$ cat config.mk
export PLATFORM = sky130hd
export DESIGN_NAME = sgb_queue
export DESIGN_NICKNAME = d
export VERILOG_FILES = /design/src/sv/sgb_pkg.sv /design/src/sv/sgb_queue.sv
export SDC_FILE = /design/constraint.sdc
export NUM_CORES = 1
export LEC_CHECK = 0
export BUFFER_PORTS_ARGS = -buffer_cell sky130_fd_sc_hd__buf_2
export CORE_ASPECT_RATIO = 0.8
export CORE_MARGIN = 4
export CORE_UTILIZATION = 61
export DETAILED_ROUTE_END_ITERATION = 6
export PLACE_DENSITY = 0.88
export SKIP_LAST_GASP = 1
export SLEW_MARGIN = 25
export SYNTH_ARGS = -nofsm -noshare
export SYNTH_HDL_FRONTEND = slang
export SYNTH_SLANG_ARGS = --single-unit
export TNS_END_PERCENT = 10
$ cat constraint.sdc
create_clock -name clk -period 43.2 [get_ports clk]
set_input_delay 12.96 -clock clk [delete_from_list [all_inputs] [get_ports clk]]
set_output_delay 12.96 -clock clk [all_outputs]
set_load 0.005 [all_outputs]
$ cat src/sv/sgb_pkg.sv
// Shared types, constants and arithmetic helpers of the separable blur unit.
`default_nettype none
package sgb_pkg;

  localparam int MAX_WIDTH    = 1024;
  localparam int COL_BITS     = 10;
  localparam int ROW_BITS     = 16;
  localparam int DATA_BITS    = 16;
  localparam int TAP_BITS     = 16;
  localparam int MAX_RADIUS   = 3;
  localparam int WIN_DEPTH    = 2 * MAX_RADIUS + 1;
  localparam int LANE_BITS    = 3;
  localparam int PROD_BITS    = DATA_BITS + TAP_BITS;
  localparam int ACC_BITS     = PROD_BITS + 3;
  localparam int Q_DEPTH      = 4;
  localparam int Q_PTR_BITS   = 2;
  localparam int CFG_IDX_BITS = 3;
  localparam int CFG_DAT_BITS = 16;
  localparam int WREG_BITS    = 11;
  localparam int RAD_BITS     = 2;

  typedef enum logic [CFG_IDX_BITS-1:0] {
    REG_WIDTH  = 3'd0,
    REG_HEIGHT = 3'd1,
    REG_RADIUS = 3'd2,
    REG_TAP0   = 3'd3,
    REG_TAP1   = 3'd4,
    REG_TAP2   = 3'd5,
    REG_TAP3   = 3'd6
  } reg_idx_t;

  typedef logic [WIN_DEPTH-1:0][DATA_BITS-1:0] lanes_t;
  typedef logic [WIN_DEPTH-1:0][PROD_BITS-1:0] prods_t;
  typedef logic [MAX_RADIUS:0][TAP_BITS-1:0]   taps_t;

  typedef struct packed {
    logic [WREG_BITS-1:0] width;
    logic [ROW_BITS-1:0]  height;
    logic [RAD_BITS-1:0]  radius;
    taps_t                taps;
  } cfg_t;

  // one horizontal result to be formed: operands already gathered per lane
  typedef struct packed {
    lanes_t              hop;
    logic [COL_BITS-1:0] x;
    logic [ROW_BITS-1:0] row;
    logic [2:0]          rmod;
    logic                last_row;
    logic                last_job;
  } hjob_t;

  function automatic logic [COL_BITS-1:0] eff_wm1(input cfg_t c);
    logic [WREG_BITS-1:0] t;
    if (c.width == '0) t = '0;
    else if (c.width > WREG_BITS'(MAX_WIDTH)) t = WREG_BITS'(MAX_WIDTH - 1);
    else t = c.width - WREG_BITS'(1);
    return t[COL_BITS-1:0];
  endfunction

  function automatic logic [ROW_BITS-1:0] eff_hm1(input cfg_t c);
    return (c.height == '0) ? '0 : c.height - ROW_BITS'(1);
  endfunction

  // tap of lane k (distance |k-MAX_RADIUS|), zero outside the radius
  function automatic logic [TAP_BITS-1:0] lane_tap(input logic [LANE_BITS-1:0] k,
                                                   input cfg_t c);
    logic [LANE_BITS-1:0] d;
    d = (k >= LANE_BITS'(MAX_RADIUS)) ? k - LANE_BITS'(MAX_RADIUS)
                                      : LANE_BITS'(MAX_RADIUS) - k;
    if (d > LANE_BITS'(c.radius)) return '0;
    return c.taps[d[RAD_BITS-1:0]];
  endfunction

  function automatic logic [DATA_BITS-1:0] finish(input logic [ACC_BITS-1:0] acc);
    logic [ACC_BITS-1:0]          rnd;
    logic [ACC_BITS-TAP_BITS-1:0] q;
    rnd = acc + (ACC_BITS'(1) << (TAP_BITS - 1));
    q   = rnd[ACC_BITS-1:TAP_BITS];
    return (|q[ACC_BITS-TAP_BITS-1:DATA_BITS]) ? '1 : q[DATA_BITS-1:0];
  endfunction

  function automatic logic [ACC_BITS-1:0] sum_prods(input prods_t p);
    logic [ACC_BITS-1:0] s;
    s = '0;
    for (int k = 0; k < WIN_DEPTH; k++) s = s + ACC_BITS'(p[k]);
    return s;
  endfunction

endpackage
`default_nettype wire

$ cat src/sv/sgb_queue.sv
// Short job queue between the front end and the filter back end.
`default_nettype none
module sgb_queue (
  input  wire logic           clk,
  input  wire logic           rst_n,
  input  wire logic           push,
  input  wire sgb_pkg::hjob_t push_job,
  output logic                full,
  input  wire logic           pop,
  output sgb_pkg::hjob_t      head,
  output logic                empty
);

  sgb_pkg::hjob_t                  mem_r [sgb_pkg::Q_DEPTH];
  logic [sgb_pkg::Q_PTR_BITS-1:0]  wr_ptr_r, wr_ptr_nxt;
  logic [sgb_pkg::Q_PTR_BITS-1:0]  rd_ptr_r, rd_ptr_nxt;
  logic [sgb_pkg::Q_PTR_BITS:0]    cnt_r, cnt_nxt;

  assign full  = (cnt_r == (sgb_pkg::Q_PTR_BITS+1)'(sgb_pkg::Q_DEPTH));
  assign empty = (cnt_r == '0);
  assign head  = mem_r[rd_ptr_r];

  always_comb begin
    wr_ptr_nxt = wr_ptr_r + (sgb_pkg::Q_PTR_BITS)'(push);
    rd_ptr_nxt = rd_ptr_r + (sgb_pkg::Q_PTR_BITS)'(pop);
    cnt_nxt    = cnt_r + (sgb_pkg::Q_PTR_BITS+1)'(push) - (sgb_pkg::Q_PTR_BITS+1)'(pop);
  end

  always_ff @(posedge clk) begin
    if (push) mem_r[wr_ptr_r] <= push_job;
  end

  always_ff @(posedge clk) begin
    if (!rst_n) begin
      wr_ptr_r <= '0;
      rd_ptr_r <= '0;
      cnt_r    <= '0;
    end else begin
      wr_ptr_r <= wr_ptr_nxt;
      rd_ptr_r <= rd_ptr_nxt;
      cnt_r    <= cnt_nxt;
    end
  end

endmodule
`default_nettype wire

==> results by group, run 1 <==
Run status
  – Outcome: finished clean

Routing
  – Routed Antenna Nets: 0
  – DRC Markers: 0
  – DRT Wirelength: about 42 mm
  – Initial DRC count: between 900 and 1k
  – TritonRoute pass-1 iters: 6
  – Via/cell ratio: 6.00
  – Via count: between 9k and 10k
  – DR WL/cell: between 20 and 30 µm

Timing
  – Fmax achieved: 0.0617 GHz
  – Worst slew pin tran: 975 ps
  – Final period utilization: between 30% and 40%
  – RSZ-0062 raised after global routing: false
  – Pins over their slew limit: 0
  – Fin Clk Skew: around 13 ps
  – Final setup margin: about 27,000 ps
  – Setup tns final: 0 ps
  – Minimum clock period: 16,200 ps
  – Setup violators final: 0
  – Final hold violation count: 0
  – Slew HR: a little over a third

Setup path
  – Worst Reg-to-Reg Cells: 4
  – Crit Path Category: flip-flop to output port
  – Critical Path AT: roughly 3200 ps
  – Crit end category: output port
  – Required time of the critical path: 30,240 ps
  – Worst R2R Start: wr_ptr_r[1]
  – Worst reg2reg setup slack: between 30,000 and 40,000 ps
  – FF-to-FF End: mem_r[2][48]
  – Critical Path Fanout Max: 50
  – Worst setup SP type: flip-flop

GRT
  – Initial antenna violation count: 15
  – Largest net degree at the start of global routing: 144
  – GR Overflow Total: 0
  – Global-route wire length before repair: approximately 64 mm
  – Gr usage total: between 20% and 30%
  – Vias in the first global route: between 10k and 15k

Placed design
  – PortBufs: between 200 and 300
  – GPL Wtd Cong: between 0.7 and 0.8
  – Setup WS pre-CTS: 26,490 ps
  – Placed cells: 1,484
  – Dpl hpwl: ~24 mm

CTS
  – Cts hold-fix bufs: 0
  – Clk sink count: 579
  – CTS Root Cell: clkbuf_16
  – Max Buffers Root-to-Sink: 3
  – TritonCTS clock tree: yes
  – Post-CTS setup buffers: 0
  – H-Tree Level Count: 2
  – Worst skew pair latency: 570 ps
  – Clock Pin Slew Worst Setup and Hold Paths: 60 ps
  – Number of buffers created by CTS: 53
  – PostCTS Resize Cnt: 0

Logic synthesis
  – Syn Inst Count: 780
  – Syn Nets: between 900 and 1k
  – Mapped Area: 0.0210 mm²
  – Register bit total from synthesis: 579
  – Main synth FF type: edfxtp_1
  – Seq/Total Area, Yosys: 82.6%
  – Count of cell types in the netlist: 19
  – Post-synth EDFFs: about 570
  – Syn_area_per_cell: 26.9 µm²
  – Synth warn: 0
  – Ys async rst share: 0%

Layout
  – Fill count: around 1.8k
  – Area of the multi-input gates: approximately 0.0034 mm²
  – Sequential Area: about 0.017 mm²
  – Non-filler cells, final: about 1.6k
  – Layout cells sized above 1: between 40% and 50%
  – Area Growth Syn to Fin: 17.3%
  – Nets: about 1.3k

Power
  – Maximum vdd drop: 0.0000534 V
  – Total Power: between 0.001 and 0.0015 W
  – Leak: just over 8 nW
  – Pwr Density: 49.2 mW/mm²

Job
  – Max-cap violation count: 0

Die
  – Site row count: 60
  – Ports: between 200 and 300
  – Die W: 215 µm
  – Core area: about 0.034 mm²
  – Initial Utilization: between 60% and 70%
  – Die Height: 174 µm
  – Die area: roughly 0.037 mm²

Min path
  – Min-Delay Endpoint: wr_ptr_r[1]
  – Worst min-delay path startpoint: wr_ptr_r[1]
  – WHS Path Cells: 2
  – Hold Path Class: flip-flop to flip-flop
-- where the power goes --
group / internal, W / switching (W)
Combinational: 0.0000529 / 0.0000554
Sequential: 0.000646 / 0.00000952
Clock: 0.000252 / 0.000195
Total: 0.000951 / 0.000260
-- layer usage --
| layer | vias up | wire length, µm | GRT usage [%] |
|---|---|---|---|
| met3 | 77 | 3880 | 7.39 |
| met1 | 4974 | 15500 | 30.5 |
| met5 | - | 116 | 0 |
| met4 | 20 | 1020 | 6.65 |
| li1 | 4055 | - | - |
| met2 | 423 | 21400 | 36.6 |
-- area by class of cell --
type                    count  share of cell area, %
well taps                 434                   2.21
flip-flops and latches    579                   70.4
repair buffers            303                   6.45
multi-input cells         165                   14.0
inverters                   4                 0.0610
diodes                      7                 0.0712
clock buffers              67                   5.78
clock inverters            32                   1.02
-- logic make-up after synthesis --
kind of cell	Yosys count	share of synthesized area, %
adders and majority gates	5	0.334
and+or+nand+nor	14	0.406
xor gates and xnor gates	3	0.191
muxes	143	15.4
DFF	579	82.6
buffers and inverters	36	1.11
-- synthesized netlist by cell type, types with 2 or more instances --
cell	instances	area share, %
and2_1	7	0.21
mux4_2	143	15
xor2_1	2	0.084
and3_1	2	0.060
inv_1	4	0.072
clkbuf_1	5	0.090
buf_2	15	0.36
buf_6	9	0.48
dfxtp_1	7	0.67
buf_4	3	0.11
edfxtp_1	572	82
ha_1	4	0.24
-- how the worst max path moves through the flow --
stage | startpoint | end | slack, ps | cells after the start
floorplan | push | mem_r[0][0] | 19180 | 1
global placement | rd_ptr_r[0] | head[93] | 26460 | 4
detailed placement | rd_ptr_r[0] | head[118] | 26490 | 4
CTS | rd_ptr_r[0] | head[6] | 25830 | 4
global route | rd_ptr_r[0] | head[6] | 26660 | 4
finish | rd_ptr_r[0] | head[6] | 27000 | 4
-- flip-flops by register name, indices dropped and copies added, names as in the netlist --
signal / cells
cnt_r: 3
mem_r: 572
wr_ptr_r: 2
rd_ptr_r: 2
-- cells in the final DEF, fill, tap and decap left out, types with 2 or more instances in the layout --
master      count
buf_6           2
clkinvlp_4      5
edfxtp_1      572
mux4_2        143
diode_2         7
ha_1            4
inv_1           4
bufinv_16       3
clkbuf_1       12
and2_1          7
clkbuf_16      55
buf_2         291
buf_4           8
clkinv_1        7
inv_6           2
dfxtp_4         2
clkinv_2       14
xor2_1          2
dfxtp_1         5
-- critical path, cell delays in order (launching register included) --
cell	delay, ps
dfxtp_4	590
buf_6	620
buf_6	610
mux4_2	620
buf_2	160
-- stage by stage --
step / area, µm² / hold WS, ps / util [%]
2_1_floorplan: 21000 / 567 / -
3_3_place_gp: 22900 / 625 / 67.7
3_5_place_dp: 22900 / 639 / 67.7
4_1_cts: 24500 / 662 / 72.6
5_1_grt: 24600 / 708 / 72.8
6_report: 24600 / 665 / 72.8
No activity file was read; power rests on OpenSTA's default activity.
==> run 2, diff against run 1 <==
--- a/config.mk
+++ b/config.mk
@@ -8,9 +8,9 @@
 export BUFFER_PORTS_ARGS = -buffer_cell sky130_fd_sc_hd__buf_2
 export CORE_ASPECT_RATIO = 0.8
 export CORE_MARGIN = 4
-export CORE_UTILIZATION = 61
+export CORE_UTILIZATION = 51
 export DETAILED_ROUTE_END_ITERATION = 6
-export PLACE_DENSITY = 0.88
+export PLACE_DENSITY = 0.79
 export SKIP_LAST_GASP = 1
 export SLEW_MARGIN = 25
 export SYNTH_ARGS = -nofsm -noshare
==> constraint.sdc (replaced) <==
create_clock -name clk -period 13.3 [get_ports clk]
set_input_delay 3.99 -clock clk [delete_from_list [all_inputs] [get_ports clk]]
set_output_delay 3.99 -clock clk [all_outputs]
set_load 0.005 [all_outputs]
==> run 2 against run 1 <==
Net effect: first-iteration DRC count fell by 14%; highest routed layer unchanged; clock power rose to 3.5 times the previous value; critical endpoint is now head[115]; final area is 1.2% higher; flip-flop and latch count is the same; global-route usage decreased by 4.9 points; via count shrank 2.2%; largest cell class unchanged; worst hold slack improved by 22 ps; die area up 19%; sequential share of layout area decreased by 0.84 points; sequential power increased to 3.2 times the previous value.
==> results by group, run 2 (synthesis results as in run 1) <==
GRT
  – Vias in the first global route: 10.0k (-0.93%)
  – GR Overflow Total: 0 (unchanged)
  – Gr usage total: 17.8% (-4.9 points)
  – Initial antenna violation count: 9 (-6)
  – Global-route wire length before repair: 60.9 mm (-4.6%)
  – Largest net degree at the start of global routing: 69 (-52%)

Routing
  – Initial DRC count: 780 (-14%)
  – DRT Wirelength: 39.5 mm (-5.9%)
  – TritonRoute pass-1 iters: 4 (-2)
  – Routed Antenna Nets: 0 (unchanged)
  – DRC Markers: 0 (unchanged)
  – Via count: 9,340 (-2.2%)
  – Via/cell ratio: 5.48 (-8.7%)
  – DR WL/cell: 23.1 µm (-12%)

Timing
  – Final hold violation count: 0 (unchanged)
  – Minimum clock period: 7370 ps
  – Fin Clk Skew: 17.2 ps (+4.05 ps)
  – Fmax achieved: around 0.14 GHz
  – Setup tns final: 0 ps (unchanged)
  – Slew HR: 30.7% (-4.3 points)
  – Worst slew pin tran: 1040 ps (+64.1 ps)
  – RSZ-0062 raised after global routing: false
  – Final period utilization: a little under three fifths
  – Setup violators final: 0 (unchanged)
  – Pins over their slew limit: 0 (unchanged)

Layout
  – Largest register FFs: 572 (unchanged)
  – Largest register by flop count: mem_r
  – Leading cell type in the layout, fill and taps excluded: edfxtp_1
  – Fill count: 2,771 (+50%)
  – Top flop regs: mem_r: 572 flops, cnt_r: 3 flops
  – Most frequent cells in the layout: edfxtp_1, buf_2, mux4_2
  – Post-Route Utilization: 61.3% (-12 points)
  – Area Growth Syn to Fin: 18.7%
  – Nets: 1,262 (+0.32%)
  – Layout cells sized above 1: 46.3% (about the same)
  – Post-route cell area: 0.0249 mm² (+1.2%)
  – Non-filler cells, final: 1,705 (+7.2%)

Run status
  – Outcome: finished clean

CTS
  – TritonCTS clock tree: yes
  – Max Buffers Root-to-Sink: 3 (unchanged)
  – Clk sink count: 579 (unchanged)
  – PostCTS Resize Cnt: 0 (unchanged)
  – Post-CTS setup buffers: 0 (unchanged)
  – Worst skew pair latency: 570 ps (about the same)
  – Clock Pin Slew Worst Setup and Hold Paths: 60 ps (about the same)
  – CTS Root Cell: clkbuf_16
  – Number of buffers created by CTS: 54 (+1.9%)
  – Cts hold-fix bufs: 0 (unchanged)
  – H-Tree Level Count: 2 (unchanged)

Job
  – Max-cap violation count: 0 (unchanged)

Setup path
  – Crit-path cells: buf_4, buf_4, mux4_2, buf_2
  – Critical Path Slowest Stage Cell: buf_4
  – Critical Path Fanout Max: 40 (-20%)
  – Crit Path Category: flip-flop to output port
  – Most numerous cell on the critical path: buf_4
  – Required time of the critical path: 9310 ps (-20,930 ps)
  – Worst path bufs/invs: 3 (unchanged)
  – Crit end category: output port
  – Critical Path AT: 3380 ps (+140 ps)
  – CP max stage delay: 750 ps (+130 ps)
  – Crit path max-delay family: buffers and inverters
  – Worst setup SP type: flip-flop

Die
  – Core area: 0.0406 mm² (+20%)
  – Site row count: 66 (+10%)
  – Die area: 0.0444 mm² (+19%)
  – Initial Utilization: 51.6% (-10 points)
  – Ports: 292 (unchanged)
  – Die Height: 189 µm (+8.9%)
  – Die W: 235 µm (+9.0%)

Power
  – Pwr Density: 162 mW/mm² (+230%)
  – Total Power: 0.00402 W (+230%)
  – Leak: 8.34 nW (+1.1%)
  – Maximum vdd drop: 0.000124 V (+130%)

Placed design
  – Dpl hpwl: 24.0 mm (-1.3%)
  – GPL Wtd Cong: 0.738 (-1.3%)
  – Placement Cell Area: 0.0230 mm² (+0.71%)
  – Placed cells: 1,597 (+7.6%)
  – PortBufs: 291 (unchanged)

Min path
  – Hold Path Class: flip-flop to flip-flop
## run 2: cell count changes in the layout (fill, tap and decap cells not counted), sizes merged
cell and change:
buf +3, clkinvlp -4, clkinv -4, clkbuf +5
bufinv +4
## run 2: routing by layer
metal | up-vias | part of all wire, % | global-route usage, %
met5 | - | 0.18 | 0
met4 | 12 | 1.7 | 4.09
met3 | 63 | 9.7 | 6.36
met2 | 314 | 49 | 28.5
met1 | 4887 | 39 | 23.9
li1 | 4064 | - | -
## run 2: through the flow
step / hold WS, ps / setup WS [ps]
after global routing: 746 / 5540
after global placement: 630 / 6400
final: 687 / 5930
after CTS: 697 / 5750
after floorplan: 567 / 2660
after detailed placement: 652 / 6360
## run 2: power by group
group / internal [W] / switching [W] / total [W]
registers: 0.00210 / 0.0000252 / 0.00212
logic: 0.000172 / 0.000178 / 0.000350
clock network: 0.000925 / 0.000621 / 0.00155
total: 0.00320 / 0.000825 / 0.00402
## run 2: final cells by class
| cell class | instances | area, µm² | share of cell area, % |
|---|---|---|---|
| sequential | 579 | 17300 | 69.6 |
| multi-input combinational | 165 | 3440 | 13.8 |
| timing repair buffer | 306 | 1600 | 6.41 |
| clock buffer | 72 | 1500 | 6.03 |
| tap | 544 | 681 | 2.73 |
| clock inverter | 28 | 313 | 1.26 |
| antenna | 7 | 17.5 | 0.0704 |
| inverter | 4 | 15.0 | 0.0603 |
## run 2: worst paths after layout
check / startpoint / end / slack [ps] / depth (start not counted)
setup / recovery: rd_ptr_r[0] / head[115] / 5930 / 4
hold / removal: wr_ptr_r[1] / wr_ptr_r[1] / 690 / 2
setup reg to reg: wr_ptr_r[1] / mem_r[2][0] / 10930 / 3
hold reg to reg: wr_ptr_r[1] / wr_ptr_r[1] / 690 / 2
## run 2: tightest hold or removal path, stage by stage (launching register included)
cell     delay, ps
dfxtp_1        370
xor2_1         150
and2_1         130
==> run 3, diff against run 2 <==
--- a/config.mk
+++ b/config.mk
@@ -8,9 +8,9 @@
 export BUFFER_PORTS_ARGS = -buffer_cell sky130_fd_sc_hd__buf_2
 export CORE_ASPECT_RATIO = 0.8
 export CORE_MARGIN = 4
-export CORE_UTILIZATION = 51
+export CORE_UTILIZATION = 57
 export DETAILED_ROUTE_END_ITERATION = 6
-export PLACE_DENSITY = 0.79
+export PLACE_DENSITY = 0.83
 export SKIP_LAST_GASP = 1
 export SLEW_MARGIN = 25
 export SYNTH_ARGS = -nofsm -noshare
==> constraint.sdc (replaced) <==
create_clock -name clk -period 7.01 [get_ports clk]
set_input_delay 2.103 -clock clk [delete_from_list [all_inputs] [get_ports clk]]
set_output_delay 2.103 -clock clk [all_outputs]
set_load 0.005 [all_outputs]
==> run 3 against run 2 <==
Net effect: clock skew barely moved; setup slack got worse by 3800 ps; power rose by 89%; sequential share of layout area rose by 0.27 points; sequential power rose by 91%; final cell count fell by 4.1%.
==> results by group, run 3 (synthesis results as in run 1) <==
Run status
  – Outcome: finished clean

Die
  – Core area: 0.0361 mm² (-11%)
  – Die W: 222 µm (-5.2%)
  – Site row count: 62 (-6.1%)
  – Die Height: 180 µm (-5.2%)
  – Initial Utilization: 58.1% (+6.5 points)
  – Die area: 0.0399 mm² (-10%)
  – Ports: 292 (unchanged)

CTS
  – TritonCTS clock tree: yes
  – Clk sink count: 579 (unchanged)
  – H-Tree Level Count: 2 (unchanged)
  – CTS Root Cell: clkbuf_16
  – Number of buffers created by CTS: 53 (-1.9%)
  – PostCTS Resize Cnt: 0 (unchanged)
  – Cts hold-fix bufs: 0 (unchanged)
  – Max Buffers Root-to-Sink: 3 (unchanged)
  – Worst skew pair latency: 570 ps (about the same)
  – Clock Pin Slew Worst Setup and Hold Paths: 70 ps (about the same)
  – Post-CTS setup buffers: 0 (unchanged)

Routing
  – DR WL/cell: 25.2 µm (+9.0%)
  – Initial DRC count: 896 (+15%)
  – Via/cell ratio: 5.82 (+6.3%)
  – Via count: 9,521 (+1.9%)
  – DRC Markers: 0 (unchanged)
  – TritonRoute pass-1 iters: 5 (+1)
  – DRT Wirelength: 41.3 mm (+4.5%)
  – Routed Antenna Nets: 0 (unchanged)

Job
  – Max-cap violation count: 0 (unchanged)

Min path
  – WHS Path Cells: 2 (unchanged)
  – Hold Path Class: flip-flop to flip-flop

Placed design
  – PortBufs: 291 (unchanged)
  – Setup WS pre-CTS: 2600 ps (-3760 ps)
  – Placement Cell Area: 0.0230 mm² (-0.24%)
  – GPL Wtd Cong: 0.714 (-3.3%)
  – Dpl hpwl: 23.6 mm (-1.6%)

Setup path
  – Critical Path Slowest Stage Cell: dfxtp_4
  – Worst setup SP type: flip-flop
  – Worst path bufs/invs: 2 (-1)
  – Crit-path cells: buf_12, mux4_2, buf_2
  – Crit path max-delay family: flip-flops
  – Crit end category: output port
  – Critical Path Fanout Max: 70 (+75%)
  – CP max stage delay: 860 ps (+110 ps)
  – Worst Reg-to-Reg Cells: 4 (+1)
  – Crit Path Category: flip-flop to output port
  – Required time of the critical path: 4910 ps (-4400 ps)
  – WP depth: 3 (-1)
  – Critical Path AT: 2800 ps (-580 ps)

Power
  – Leak: 8.32 nW (-0.28%)
  – Seq pwr share: 53.4% (+0.6 points)
  – Net Sw Frac: 21.0% (+0.49 points)
  – Maximum vdd drop: 0.000217 V (+76%)
  – Clock power share: 38.0% (-0.5 points)
  – P_sw: 0.00159 W (+93%)
  – Int Pwr: 0.00599 W (+87%)
  – Comb power frac: 8.7% (about the same)
  – Total Power: 0.00758 W (+89%)
  – Pwr Density: 306 mW/mm² (+89%)

Timing
  – Fin Clk Skew: 16.9 ps (-0.278 ps)
  – Minimum clock period: 4910 ps
  – Setup violators final: 0 (unchanged)
  – Pins over their slew limit: 0 (unchanged)
  – Final hold violation count: 0 (unchanged)
  – RSZ-0062 raised after global routing: false
  – Worst slew pin tran: 958 ps (-81.4 ps)
  – Slew HR: 36.1% (+5.4 points)
  – Final period utilization: 70.0%
  – Final setup margin: 2100 ps (-3820 ps)
  – Setup tns final: 0 ps (unchanged)
  – Fmax achieved: around 0.2 GHz

Layout
  – Largest register FFs: 572 (unchanged)
  – Largest register by flop count: mem_r
  – Top flop regs: mem_r: 572 flops, cnt_r: 3 flops
  – Nets: 1,257 (-0.40%)
  – Leading cell type in the layout, fill and taps excluded: edfxtp_1
  – Area of the multi-input gates: 0.00344 mm² (unchanged)
  – Most frequent cells in the layout: edfxtp_1, buf_2, mux4_2
  – Post-Route Utilization: 68.7% (+7.5 points)
  – Post-route cell area: 0.0248 mm² (-0.39%)
  – Layout cells sized above 1: 46.4% (+0.11 points)
  – Area Growth Syn to Fin: 18.3%
  – Sequential Area: 0.0173 mm² (unchanged)
  – Fill count: 2,126 (-23%)

GRT
  – Gr usage total: 20.7% (+2.9 points)
  – Vias in the first global route: 10.0k (-0.040%)
  – Largest net degree at the start of global routing: 144 (+110%)
  – Initial antenna violation count: 12 (+3)
  – GR Overflow Total: 0 (unchanged)
  – Global-route wire length before repair: 63.4 mm (+4.1%)
run 3: worst register-to-register path, cell delays in order (launching register included):
cell and delay, ps:
dfxtp_1 440, nand2_1 130, nor2_4 100, buf_4 430, buf_4 680
run 3: final timing paths:
check,from,slack (ps),to
min,wr_ptr_r[1],650,wr_ptr_r[1]
max,rd_ptr_r[0],2100,head[76]
max reg2reg,wr_ptr_r[1],4820,mem_r[2][19]
min reg2reg,wr_ptr_r[1],650,wr_ptr_r[1]
run 3: power groups by stage:
stage	Combinational (W)	Clock, W	Sequential [W]
4_1_cts	0.000671	0.00293	0.00405
5_1_grt	0.000709	0.00310	0.00406
3_5_place_dp	0.000661	0	0.00412
6_report	0.000657	0.00288	0.00405
2_1_floorplan	0.000386	0	0.00409
3_3_place_gp	0.000645	0	0.00411
run 3: layout make-up:
cell class	count	share of cell area, %
sequential	579	69.9
inverter	4	0.0606
clock buffer	69	6.01
multi-input combinational	165	13.9
clock inverter	30	1.15
tap	480	2.42
antenna	6	0.0606
timing repair buffer	302	6.54
run 3: routing by layer:
metal | wire length (µm) | GRT usage (%)
met5 | 84 | 0
met4 | 648 | 5.60
met3 | 3560 | 6.65
met2 | 21000 | 33.5
met1 | 15900 | 28.0
run 3: metrics by stage:
step / cells / hold slack, ps
final: 1635 / 654
after global routing: 1634 / 687
after CTS: 1628 / 656
after detailed placement: 1529 / 641
after global placement: 1529 / 621
after floorplan: 780 / 567
